[src/rtl/rgn_pkg.sv]
// Package for the region free-list allocator: request/response beat types,
// status and kind codes, allocation grain and ALU flag struct.
// No dependencies.
`timescale 1ns / 1ps
`default_nettype none

package rgn_pkg;

    // Request beat
    typedef struct packed {
        logic        kind;
        logic [47:0] req_length;
        logic [47:0] free_offset;
    } t_req;

    // Response beat
    typedef struct packed {
        logic [1:0]  status;
        logic [47:0] grant_offset;
        logic [47:0] grant_length;
    } t_rsp;

    // Flags from the shared add/compare unit
    typedef struct packed {
        logic eq;   // a == b
        logic lt;   // a < b, valid on subtract
    } t_alu_flags;

    // Request kinds
    localparam logic KIND_ALLOC = 1'b0;
    localparam logic KIND_FREE  = 1'b1;

    // Status codes
    localparam logic [1:0] ST_OK      = 2'd0;
    localparam logic [1:0] ST_BAD_LEN = 2'd1;
    localparam logic [1:0] ST_NO_FIT  = 2'd2;
    localparam logic [1:0] ST_FULL    = 2'd3;

    // Allocation lengths are multiples of 4 KiB
    localparam int GRAIN_BITS = 12;

    // External field width
    localparam int FIELD_BITS = 48;

endpackage

`default_nettype wire

[src/rtl/region_free_list_allocator.sv]
// Region free-list allocator: address-ordered free table in rgn_ram, walked one
//   entry per cycle around the shared rgn_alu; types from rgn_pkg.
// Paths: bad length; exact fit on the first pass; split of the first larger
//   region on the second pass, else no fit; free merge, full, or insert.
// Throughput: one beat at a time, the next taken the cycle after the result is
//   registered; a stalled response holds it off. Reset empties the table at once.
`timescale 1ns / 1ps
`default_nettype none

module region_free_list_allocator
    import rgn_pkg::*;
#(
    parameter int MAX_REGIONS = 16,
    parameter int ADDR_BITS   = 48
) (
    input  wire logic i_clk,
    input  wire logic i_rst_n,
    input  wire logic i_req_valid,
    output      logic o_req_stall,
    input  wire t_req i_req,
    output      logic o_rsp_valid,
    input  wire logic i_rsp_stall,
    output      t_rsp o_rsp
);

    localparam int AW = ADDR_BITS;
    localparam int IW = $clog2(MAX_REGIONS);
    localparam int CW = $clog2(MAX_REGIONS + 1);
    localparam logic [CW-1:0] MAX_CNT = CW'(MAX_REGIONS);

    // Sequencer states
    localparam logic [3:0] S_IDLE       = 4'd0;
    localparam logic [3:0] S_CHECK      = 4'd1;
    localparam logic [3:0] S_PRIME      = 4'd2;
    localparam logic [3:0] S_SCAN       = 4'd3;
    localparam logic [3:0] S_RM_PRIME   = 4'd4;
    localparam logic [3:0] S_RM         = 4'd5;
    localparam logic [3:0] S_SPLIT_OFF  = 4'd6;
    localparam logic [3:0] S_SPLIT_SIZE = 4'd7;
    localparam logic [3:0] S_MERGE      = 4'd8;
    localparam logic [3:0] S_INS_PRIME  = 4'd9;
    localparam logic [3:0] S_INS        = 4'd10;
    localparam logic [3:0] S_DONE       = 4'd11;

    logic [3:0]    r_state, n_state;
    logic [CW-1:0] r_count, n_count;
    logic [CW-1:0] r_idx,   n_idx;
    logic [CW-1:0] r_pos,   n_pos;
    logic          r_pass,  n_pass;
    logic          r_kind,  n_kind;
    logic [AW-1:0] r_len,   n_len;
    logic [AW-1:0] r_off,   n_off;
    logic [AW-1:0] r_end,   n_end;
    logic [AW-1:0] r_ent_off,  n_ent_off;
    logic [AW-1:0] r_ent_size, n_ent_size;
    logic [AW-1:0] r_tmp,   n_tmp;
    logic [1:0]    r_status, n_status;
    logic [AW-1:0] r_goff,  n_goff;
    logic [AW-1:0] r_glen,  n_glen;
    logic          r_rsp_valid, n_rsp_valid;
    t_rsp          r_rsp,   n_rsp;

    // RAM port signals
    logic            ram_we;
    logic [IW-1:0]   ram_waddr;
    logic [2*AW-1:0] ram_wdata;
    logic [IW-1:0]   ram_raddr;
    logic [2*AW-1:0] ram_rdata;

    // Shared ALU signals
    logic [AW-1:0] alu_a, alu_b, alu_res;
    logic          alu_sub;
    t_alu_flags    alu_flags;

    logic [AW-1:0] rd_off, rd_size;
    logic [CW-1:0] idx_p1, idx_p2, pos_m1, pos_m2, cnt_m1;
    logic [63:0]   len_wide, off_wide, goff_wide, glen_wide;

    assign rd_off  = ram_rdata[2*AW-1:AW];
    assign rd_size = ram_rdata[AW-1:0];
    assign idx_p1  = r_idx + CW'(1);
    assign idx_p2  = r_idx + CW'(2);
    assign pos_m1  = r_pos - CW'(1);
    assign pos_m2  = r_pos - CW'(2);
    assign cnt_m1  = r_count - CW'(1);

    // Input fields resized to the internal address width
    assign len_wide = 64'(i_req.req_length);
    assign off_wide = 64'(i_req.free_offset);
    // Grant fields masked back to the port width
    assign goff_wide = 64'(r_goff);
    assign glen_wide = 64'(r_glen);

    rgn_ram #(
        .WIDTH (2 * AW),
        .DEPTH (MAX_REGIONS)
    ) u_table (
        .i_clk   (i_clk),
        .i_we    (ram_we),
        .i_waddr (ram_waddr),
        .i_wdata (ram_wdata),
        .i_raddr (ram_raddr),
        .o_rdata (ram_rdata)
    );

    rgn_alu #(
        .W (AW)
    ) u_alu (
        .i_a     (alu_a),
        .i_b     (alu_b),
        .i_sub   (alu_sub),
        .o_res   (alu_res),
        .o_flags (alu_flags)
    );

    assign o_req_stall = (r_state != S_IDLE);
    assign o_rsp_valid = r_rsp_valid;
    assign o_rsp       = r_rsp;

    // Sequencer
    always_comb begin
        n_state     = r_state;
        n_count     = r_count;
        n_idx       = r_idx;
        n_pos       = r_pos;
        n_pass      = r_pass;
        n_kind      = r_kind;
        n_len       = r_len;
        n_off       = r_off;
        n_end       = r_end;
        n_ent_off   = r_ent_off;
        n_ent_size  = r_ent_size;
        n_tmp       = r_tmp;
        n_status    = r_status;
        n_goff      = r_goff;
        n_glen      = r_glen;
        n_rsp       = r_rsp;
        n_rsp_valid = r_rsp_valid;

        ram_we    = 1'b0;
        ram_waddr = r_idx[IW-1:0];
        ram_wdata = ram_rdata;
        ram_raddr = idx_p1[IW-1:0];

        alu_a   = '0;
        alu_b   = '0;
        alu_sub = 1'b0;

        // output register drains independently of the sequencer
        if (r_rsp_valid && !i_rsp_stall) begin
            n_rsp_valid = 1'b0;
        end

        unique case (r_state)
            S_IDLE: begin
                if (i_req_valid) begin
                    n_kind   = i_req.kind;
                    n_len    = len_wide[AW-1:0];
                    n_off    = off_wide[AW-1:0];
                    n_status = ST_OK;
                    n_goff   = '0;
                    n_glen   = '0;
                    n_pass   = 1'b0;
                    n_state  = S_CHECK;
                end
            end

            S_CHECK: begin
                if (r_kind == KIND_ALLOC) begin
                    if (r_len == '0 || r_len[GRAIN_BITS-1:0] != '0) begin
                        n_status = ST_BAD_LEN;
                        n_state  = S_DONE;
                    end else begin
                        n_state = S_PRIME;
                    end
                end else begin
                    // end of the freed region
                    alu_a   = r_off;
                    alu_b   = r_len;
                    n_end   = alu_res;
                    n_state = S_PRIME;
                end
            end

            S_PRIME: begin
                ram_raddr = '0;
                n_idx     = '0;
                n_state   = S_SCAN;
            end

            // read data holds entry r_idx; next entry is being read
            S_SCAN: begin
                if (r_idx >= r_count) begin
                    if (r_kind == KIND_ALLOC) begin
                        if (!r_pass) begin
                            n_pass  = 1'b1;
                            n_state = S_PRIME;
                        end else begin
                            n_status = ST_NO_FIT;
                            n_state  = S_DONE;
                        end
                    end else if (r_count == MAX_CNT) begin
                        n_status = ST_FULL;
                        n_state  = S_DONE;
                    end else begin
                        n_state = S_INS_PRIME;
                    end
                end else begin
                    alu_sub = 1'b1;
                    if (r_kind == KIND_ALLOC && !r_pass) begin
                        // exact fit
                        alu_a = rd_size;
                        alu_b = r_len;
                        if (alu_flags.eq) begin
                            n_goff  = rd_off;
                            n_glen  = r_len;
                            n_state = S_RM_PRIME;
                        end else begin
                            n_idx = idx_p1;
                        end
                    end else if (r_kind == KIND_ALLOC) begin
                        // first larger region
                        alu_a = r_len;
                        alu_b = rd_size;
                        if (alu_flags.lt) begin
                            n_ent_off  = rd_off;
                            n_ent_size = rd_size;
                            n_goff     = rd_off;
                            n_glen     = r_len;
                            n_state    = S_SPLIT_OFF;
                        end else begin
                            n_idx = idx_p1;
                        end
                    end else begin
                        // free: merge forward or insert in address order
                        alu_a = r_end;
                        alu_b = rd_off;
                        if (alu_flags.eq) begin
                            n_ent_size = rd_size;
                            n_state    = S_MERGE;
                        end else if (alu_flags.lt) begin
                            if (r_count == MAX_CNT) begin
                                n_status = ST_FULL;
                                n_state  = S_DONE;
                            end else begin
                                n_state = S_INS_PRIME;
                            end
                        end else begin
                            n_idx = idx_p1;
                        end
                    end
                end
            end

            // remove entry r_idx: pull later entries down one a cycle
            S_RM_PRIME: begin
                ram_raddr = idx_p1[IW-1:0];
                n_state   = S_RM;
            end

            S_RM: begin
                if (idx_p1 >= r_count) begin
                    n_count = r_count - CW'(1);
                    n_state = S_DONE;
                end else begin
                    ram_we    = 1'b1;
                    ram_waddr = r_idx[IW-1:0];
                    ram_wdata = ram_rdata;
                    ram_raddr = idx_p2[IW-1:0];
                    n_idx     = idx_p1;
                end
            end

            S_SPLIT_OFF: begin
                alu_a   = r_ent_off;
                alu_b   = r_len;
                n_tmp   = alu_res;
                n_state = S_SPLIT_SIZE;
            end

            S_SPLIT_SIZE: begin
                alu_a     = r_ent_size;
                alu_b     = r_len;
                alu_sub   = 1'b1;
                ram_we    = 1'b1;
                ram_waddr = r_idx[IW-1:0];
                ram_wdata = {r_tmp, alu_res};
                n_state   = S_DONE;
            end

            // merged entry starts at the freed offset
            S_MERGE: begin
                alu_a     = r_ent_size;
                alu_b     = r_len;
                ram_we    = 1'b1;
                ram_waddr = r_idx[IW-1:0];
                ram_wdata = {r_off, alu_res};
                n_state   = S_DONE;
            end

            // insert at r_idx: push entries up one a cycle from the top
            S_INS_PRIME: begin
                n_pos     = r_count;
                ram_raddr = cnt_m1[IW-1:0];
                n_state   = S_INS;
            end

            S_INS: begin
                ram_we = 1'b1;
                if (r_pos == r_idx) begin
                    ram_waddr = r_idx[IW-1:0];
                    ram_wdata = {r_off, r_len};
                    n_count   = r_count + CW'(1);
                    n_state   = S_DONE;
                end else begin
                    ram_waddr = r_pos[IW-1:0];
                    ram_wdata = ram_rdata;
                    ram_raddr = pos_m2[IW-1:0];
                    n_pos     = pos_m1;
                end
            end

            S_DONE: begin
                if (!r_rsp_valid || !i_rsp_stall) begin
                    n_rsp.status       = r_status;
                    n_rsp.grant_offset = goff_wide[FIELD_BITS-1:0];
                    n_rsp.grant_length = glen_wide[FIELD_BITS-1:0];
                    n_rsp_valid        = 1'b1;
                    n_state            = S_IDLE;
                end
            end

            default: begin
                n_state = S_IDLE;
            end
        endcase
    end

    // Control registers
    always_ff @(posedge i_clk) begin
        if (!i_rst_n) begin
            r_state     <= S_IDLE;
            r_count     <= '0;
            r_rsp_valid <= 1'b0;
        end else begin
            r_state     <= n_state;
            r_count     <= n_count;
            r_rsp_valid <= n_rsp_valid;
        end
    end

    // Payload and working registers
    always_ff @(posedge i_clk) begin
        r_idx      <= n_idx;
        r_pos      <= n_pos;
        r_pass     <= n_pass;
        r_kind     <= n_kind;
        r_len      <= n_len;
        r_off      <= n_off;
        r_end      <= n_end;
        r_ent_off  <= n_ent_off;
        r_ent_size <= n_ent_size;
        r_tmp      <= n_tmp;
        r_status   <= n_status;
        r_goff     <= n_goff;
        r_glen     <= n_glen;
        r_rsp      <= n_rsp;
    end

    // Table never holds more than its capacity
    a_count_bound: assert property (@(posedge i_clk) disable iff (!i_rst_n)
        r_count <= MAX_CNT)
        else $error("free table count above capacity");

    // Count moves only at the end of a remove or insert
    a_count_change: assert property (@(posedge i_clk) disable iff (!i_rst_n)
        (r_count != $past(r_count)) |->
            ($past(r_state) == S_RM || $past(r_state) == S_INS))
        else $error("free table count changed outside remove/insert");

    // An accepted beat starts the sequencer
    a_accept_start: assert property (@(posedge i_clk) disable iff (!i_rst_n)
        (i_req_valid && !o_req_stall) |=> (r_state == S_CHECK))
        else $error("accepted request did not start the sequencer");

    // Failed requests and frees grant nothing; grants are whole pages
    a_grant_shape: assert property (@(posedge i_clk) disable iff (!i_rst_n)
        o_rsp_valid |->
            ((o_rsp.status != ST_OK && o_rsp.grant_offset == '0 &&
              o_rsp.grant_length == '0) ||
             (o_rsp.status == ST_OK && o_rsp.grant_length[GRAIN_BITS-1:0] == '0)))
        else $error("response grant fields inconsistent with status");

endmodule

`default_nettype wire

[src/rtl/rgn_ram.sv]
// Generic single-write, single-read RAM with registered read data.
// No dependencies.
`timescale 1ns / 1ps
`default_nettype none

module rgn_ram #(
    parameter int WIDTH = 96,
    parameter int DEPTH = 16
) (
    input  wire logic                     i_clk,
    input  wire logic                     i_we,
    input  wire logic [$clog2(DEPTH)-1:0] i_waddr,
    input  wire logic [WIDTH-1:0]         i_wdata,
    input  wire logic [$clog2(DEPTH)-1:0] i_raddr,
    output      logic [WIDTH-1:0]         o_rdata
);

    logic [WIDTH-1:0] r_mem [DEPTH];

    // Write port and registered read port
    always_ff @(posedge i_clk) begin
        if (i_we) begin
            r_mem[i_waddr] <= i_wdata;
        end
        o_rdata <= r_mem[i_raddr];
    end

endmodule

`default_nettype wire

[src/rtl/rgn_alu.sv]
// Shared add/subtract/compare unit used by the allocator sequencer.
// Depends on rgn_pkg.
`timescale 1ns / 1ps
`default_nettype none

module rgn_alu
    import rgn_pkg::*;
#(
    parameter int W = 48
) (
    input  wire logic [W-1:0] i_a,
    input  wire logic [W-1:0] i_b,
    input  wire logic         i_sub,
    output      logic [W-1:0] o_res,
    output      t_alu_flags   o_flags
);

    logic [W:0] sum;

    // a + b, or a - b as a + ~b + 1; carry out clear on subtract means borrow
    assign sum        = {1'b0, i_a} + {1'b0, (i_sub ? ~i_b : i_b)} + (W+1)'(i_sub);
    assign o_res      = sum[W-1:0];
    assign o_flags.lt = i_sub & ~sum[W];
    assign o_flags.eq = (i_a == i_b);

endmodule

`default_nettype wire

[config.mk]
export PLATFORM = sky130hd
export DESIGN_NAME = region_free_list_allocator
export DESIGN_NICKNAME = d
export VERILOG_FILES = /design/src/rtl/rgn_pkg.sv /design/src/rtl/region_free_list_allocator.sv /design/src/rtl/rgn_ram.sv /design/src/rtl/rgn_alu.sv
export SDC_FILE = /design/constraint.sdc
export NUM_CORES = 2
export LEC_CHECK = 0
export BUFFER_PORTS_ARGS = -buffer_cell sky130_fd_sc_hd__buf_2
export CORE_MARGIN = 3
export CORE_UTILIZATION = 41
export DETAILED_ROUTE_END_ITERATION = 10
export GPL_TIMING_DRIVEN = 0
export SKIP_LAST_GASP = 1
export SYNTH_ARGS = -nofsm -noshare
export SYNTH_HDL_FRONTEND = slang
export SYNTH_HIERARCHICAL = 1
export SYNTH_SLANG_ARGS = --single-unit
[constraint.sdc]
create_clock -name i_clk -period 8.8 [get_ports i_clk]
set_clock_uncertainty 0.15 [all_clocks]
set_input_delay 1.76 -clock i_clk [delete_from_list [all_inputs] [get_ports i_clk]]
set_output_delay 1.76 -clock i_clk [all_outputs]
set_load 0.05 [all_outputs]
==> reports/metrics.csv <==
stage;metric;value;unit
sta;Final Cycle Share;94.3;%
sta;worst hold-check slack;263;ps
synthesis;simple-gate share of the synthesized area;2.99;%
floorplan;Die X;460;µm
cells_and_area;share of layout cells above drive strength 1;22.1;%
sta;Fmax achieved;0.120;GHz
critical_path;Setup CP Type;reg -> reg;
run;max_cap viols;2;
detailed_routing;Detail Route Antenna Nets;0;
synthesis;mux share of post-synthesis cell area;10.9;%
cells_and_area;Design Area, Final;98600;µm²
power_and_ir_drop;Worst VDD drop;0.223;mV
grt;first-pass GRT wire length;362000;µm
sta;slew at the pin with the worst max-slew slack;1560;ps
clock_tree;Reg clk slew, reported paths;60;ps
synthesis;Syn Nets;4593;
detailed_routing;WL/cell;33.2;µm
floorplan;die extent in y;460;µm
synthesis;Netlist cell types;85;
detailed_routing;DR vias/cell;6.08;
clock_tree;Worst-Skew Late Latency;860;ps
place;Post-DP Area;91400;µm²
detailed_routing;Vias;47600;
grt;initial antenna violation count;17;
synthesis;fraction of registers with async set/reset;0;%
critical_path;Cell Chain, Critical Path;inv_1, ha_1, nand2b_1, a31oi_1, o21ai_1, nor2_1, o21ai_1, clkbuf_1, buf_1, o211ai_1, ha_1, clkbuf_1, nand4_1, nor3_1, nand4b_1, o22ai_1, nor2_1, o21bai_1, xor2_1, a222oi_1, inv_1;
clock_tree;Num CTS Buffers;214;
grt;GRT Overall Usage;24.3;%
synthesis;average cell area after synthesis;19.1;µm²
synthesis;ys flop type;edfxtp_1;
sta;setup ws final;500;ps
power_and_ir_drop;pwr dens;357;nW/µm²
sta;Setup TNS;0;ps
place;pre-CTS setup slack;-981;ps
critical_path;Crit path arrival time;8580;ps
sta;Final Max Slew Viols;22;
floorplan;Initial Utilization;41.3;%
place;Placer Congestion;0.947;
critical_path;Crit path required time;9080;ps
synthesis;YS warnings;6;
critical_path;Slowest cell on crit path;clkbuf_1;
run_status;status;finished, violations left;
hold_path;Worst Hold Class;reg -> reg;
critical_path;CP Capture Type;flip-flop;
cells_and_area;fin util;48.1;%
detailed_routing;DRC;0;
cells_and_area;Layout Nets;5118;
detailed_routing;final wirelength;260000;µm
clock_tree;CTS H-Tree Depth;4;
synthesis;synthesized-area fraction occupied by adder cells;0.986;%
cells_and_area;Layout area overhead;16.6;%
synthesis;synthesized area;84500;µm²
power_and_ir_drop;overall power;35.2;mW
clock_tree;clk buf depth;3;
grt;grt ovf;0;
cells_and_area;Fill cells;17100;
synthesis;synthesized flop and latch total;2138;
place;HPWL Detailed;181000;µm
clock_tree;CTS root buf;clkbuf_16;
critical_path;crit path max fanout;16;
clock_tree;cts hold-fix bufs;0;
critical_path;CP Launch Type;flip-flop;
detailed_routing;DR pass1 iterations;9;
floorplan;Site Rows;166;
synthesis;post-synthesis sequential area ratio;74.7;%
power_and_ir_drop;leakage power total;33.2;nW
synthesis;Post-synth EDFFs;2032;
sta;Final setup viols;0;
cells_and_area;Finished Layout Cells;7832;
critical_path;delay-heaviest family, CP;compound AO/OA/AOI/OAI gates;
synthesis;Post-Synthesis Cells;4426;
critical_path;max incr delay on CP;620;ps
floorplan;io pins;201;
clock_tree;TritonCTS clock tree;yes;
floorplan;core area;205000;µm²
sta;fin crit period;8300;ps
grt;pin count of the biggest net entering global routing;54;
synthesis;main combinational cell family by area after synthesis;multiplexers;
place;number of port buffers;200;
place;placed cells;7419;
sta;RSZ-0062 raised after global routing;no;
floorplan;die footprint;212000;µm²
critical_path;WP buf/inv;5;
run_status;failing checks;max-capacitance violations, max-slew violations;
synthesis;Synth Area in Compound Gates;6.74;%
detailed_routing;DR iter-0 viols;6844;
grt;vias in the first global route;46300;
sta;Hold Vio Cnt, Final;0;
sta;Slew headroom;-4.20;%
synthesis;XOR/XNOR share of the synthesized area;1.64;%
clock_tree;CTS sink cnt;2138;
## routing by layer
layer | track usage, % | up-vias | wire length, µm | part of all wire, %
li1 | - | 19300 | - | -
met1 | 35.9 | 25200 | 111000 | 42
met2 | 35.8 | 2658 | 115000 | 44
met3 | 5.46 | 391 | 25800 | 9.9
met4 | 7.98 | 0 | 9290 | 3.6
met5 | 0 | - | 0 | 0
## layout by cell type, fill, tap and decap left out, types with 34 or more instances in the layout
cell type and instances:
a22oi_1 241, nor2_1 50, nand2_1 212, mux4_2 384
a21o_1 38, ha_1 65, clkbuf_16 216, clkbuf_1 222
dfxtp_1 106, buf_2 233, a222oi_1 144, buf_16 38
buf_12 60, a21oi_1 63, edfxtp_1 2032, o21ai_0 37
mux2i_1 55, o2bb2ai_1 48, and2_1 102, buf_1 34
xor2_1 126, inv_1 118, o211ai_1 56
## power by group
part           switching, mW  total (mW)  internal (mW)
combinational           7.65        11.3           3.66
sequential             0.953        14.7           13.8
clock                   3.91        9.11           5.20
## final timing paths
kind	slack, ps	start	cells after the start	endpoint
max reg2reg	500	r_idx[0]	21	u_table/r_mem[13][40]
max	500	r_idx[0]	21	u_table/r_mem[13][40]
min reg2reg	260	r_goff[31]	0	o_rsp[79]
min	260	r_goff[31]	0	o_rsp[79]
## timing repair
action | 4_1_cts | 5_1_grt
resized for setup | 5 | 6
endpoints found under the setup margin | 250 | 230
buffers inserted | 1 | 1
pin swaps | 1 | 1
cloned | 1 | 0
## flip-flops by register name, summed over array words and instances (netlist names), 48 cells and up
signal and count:
r_tmp 48, u_table/r_mem 1536, r_len 48, r_glen 48, r_ent_off 48, o_rsp 98
r_end 48, r_off 48, r_goff 48, u_table/o_rdata 96, r_ent_size 48
## cells by family (layout without fill, tap and decap cells)
| group | count (synthesis) | in the layout |
|---|---|---|
| flip-flops | 2138 | 2138 |
| adder cells (fa/ha/maj) | 66 | 66 |
| AO/OA/AOI/OAI | 726 | 726 |
| buffers and inverters | 384 | 1097 |
| AND/OR/NAND/NOR | 514 | 515 |
| other | 0 | 4 |
| XOR/XNOR | 158 | 158 |
| multiplexers | 440 | 440 |
## final cells by class
class,instances,area (µm²),share of cell area (%)
clock inverters,85,1000,1.02
clock buffers,320,6070,6.15
inverters,121,459,0.466
flip-flops and latches,2138,63100,64.0
plain buffers,263,1290,1.31
multi-input cells,1905,19900,20.2
well taps,2688,3360,3.41
diodes,4,10.0,0.0102
repair buffers,308,3380,3.43
## cell usage after synthesis, drive strengths merged (46+ instances only)
cell | n | area share, %
and2 | 103 | 0.76
clkbuf | 153 | 0.68
a222oi | 144 | 1.7
mux4 | 384 | 10
xor2 | 126 | 1.3
edfxtp | 2032 | 72
mux2i | 55 | 0.65
o211ai | 57 | 0.51
a22oi | 241 | 2.1
dfxtp | 106 | 2.5
o21ai | 46 | 0.28
buf | 110 | 0.83
inv | 121 | 0.54
ha | 65 | 0.96
nand2 | 212 | 0.94
o2bb2ai | 49 | 0.53
a21oi | 66 | 0.40
nor2 | 64 | 0.28
## worst register-to-register path: cells and delay by family, from the launching register on
| family | cells | cell delay (ps) |
|---|---|---|
| AOI/OAI and AO/OA | 7 | 2760 |
| buffers and inverters | 5 | 2140 |
| and+or+nand+nor | 6 | 1400 |
| adders and majority gates | 2 | 640 |
| DFF | 1 | 580 |
| xor gates and xnor gates | 1 | 180 |
Note: power is estimated with default switching activity, not from simulation.
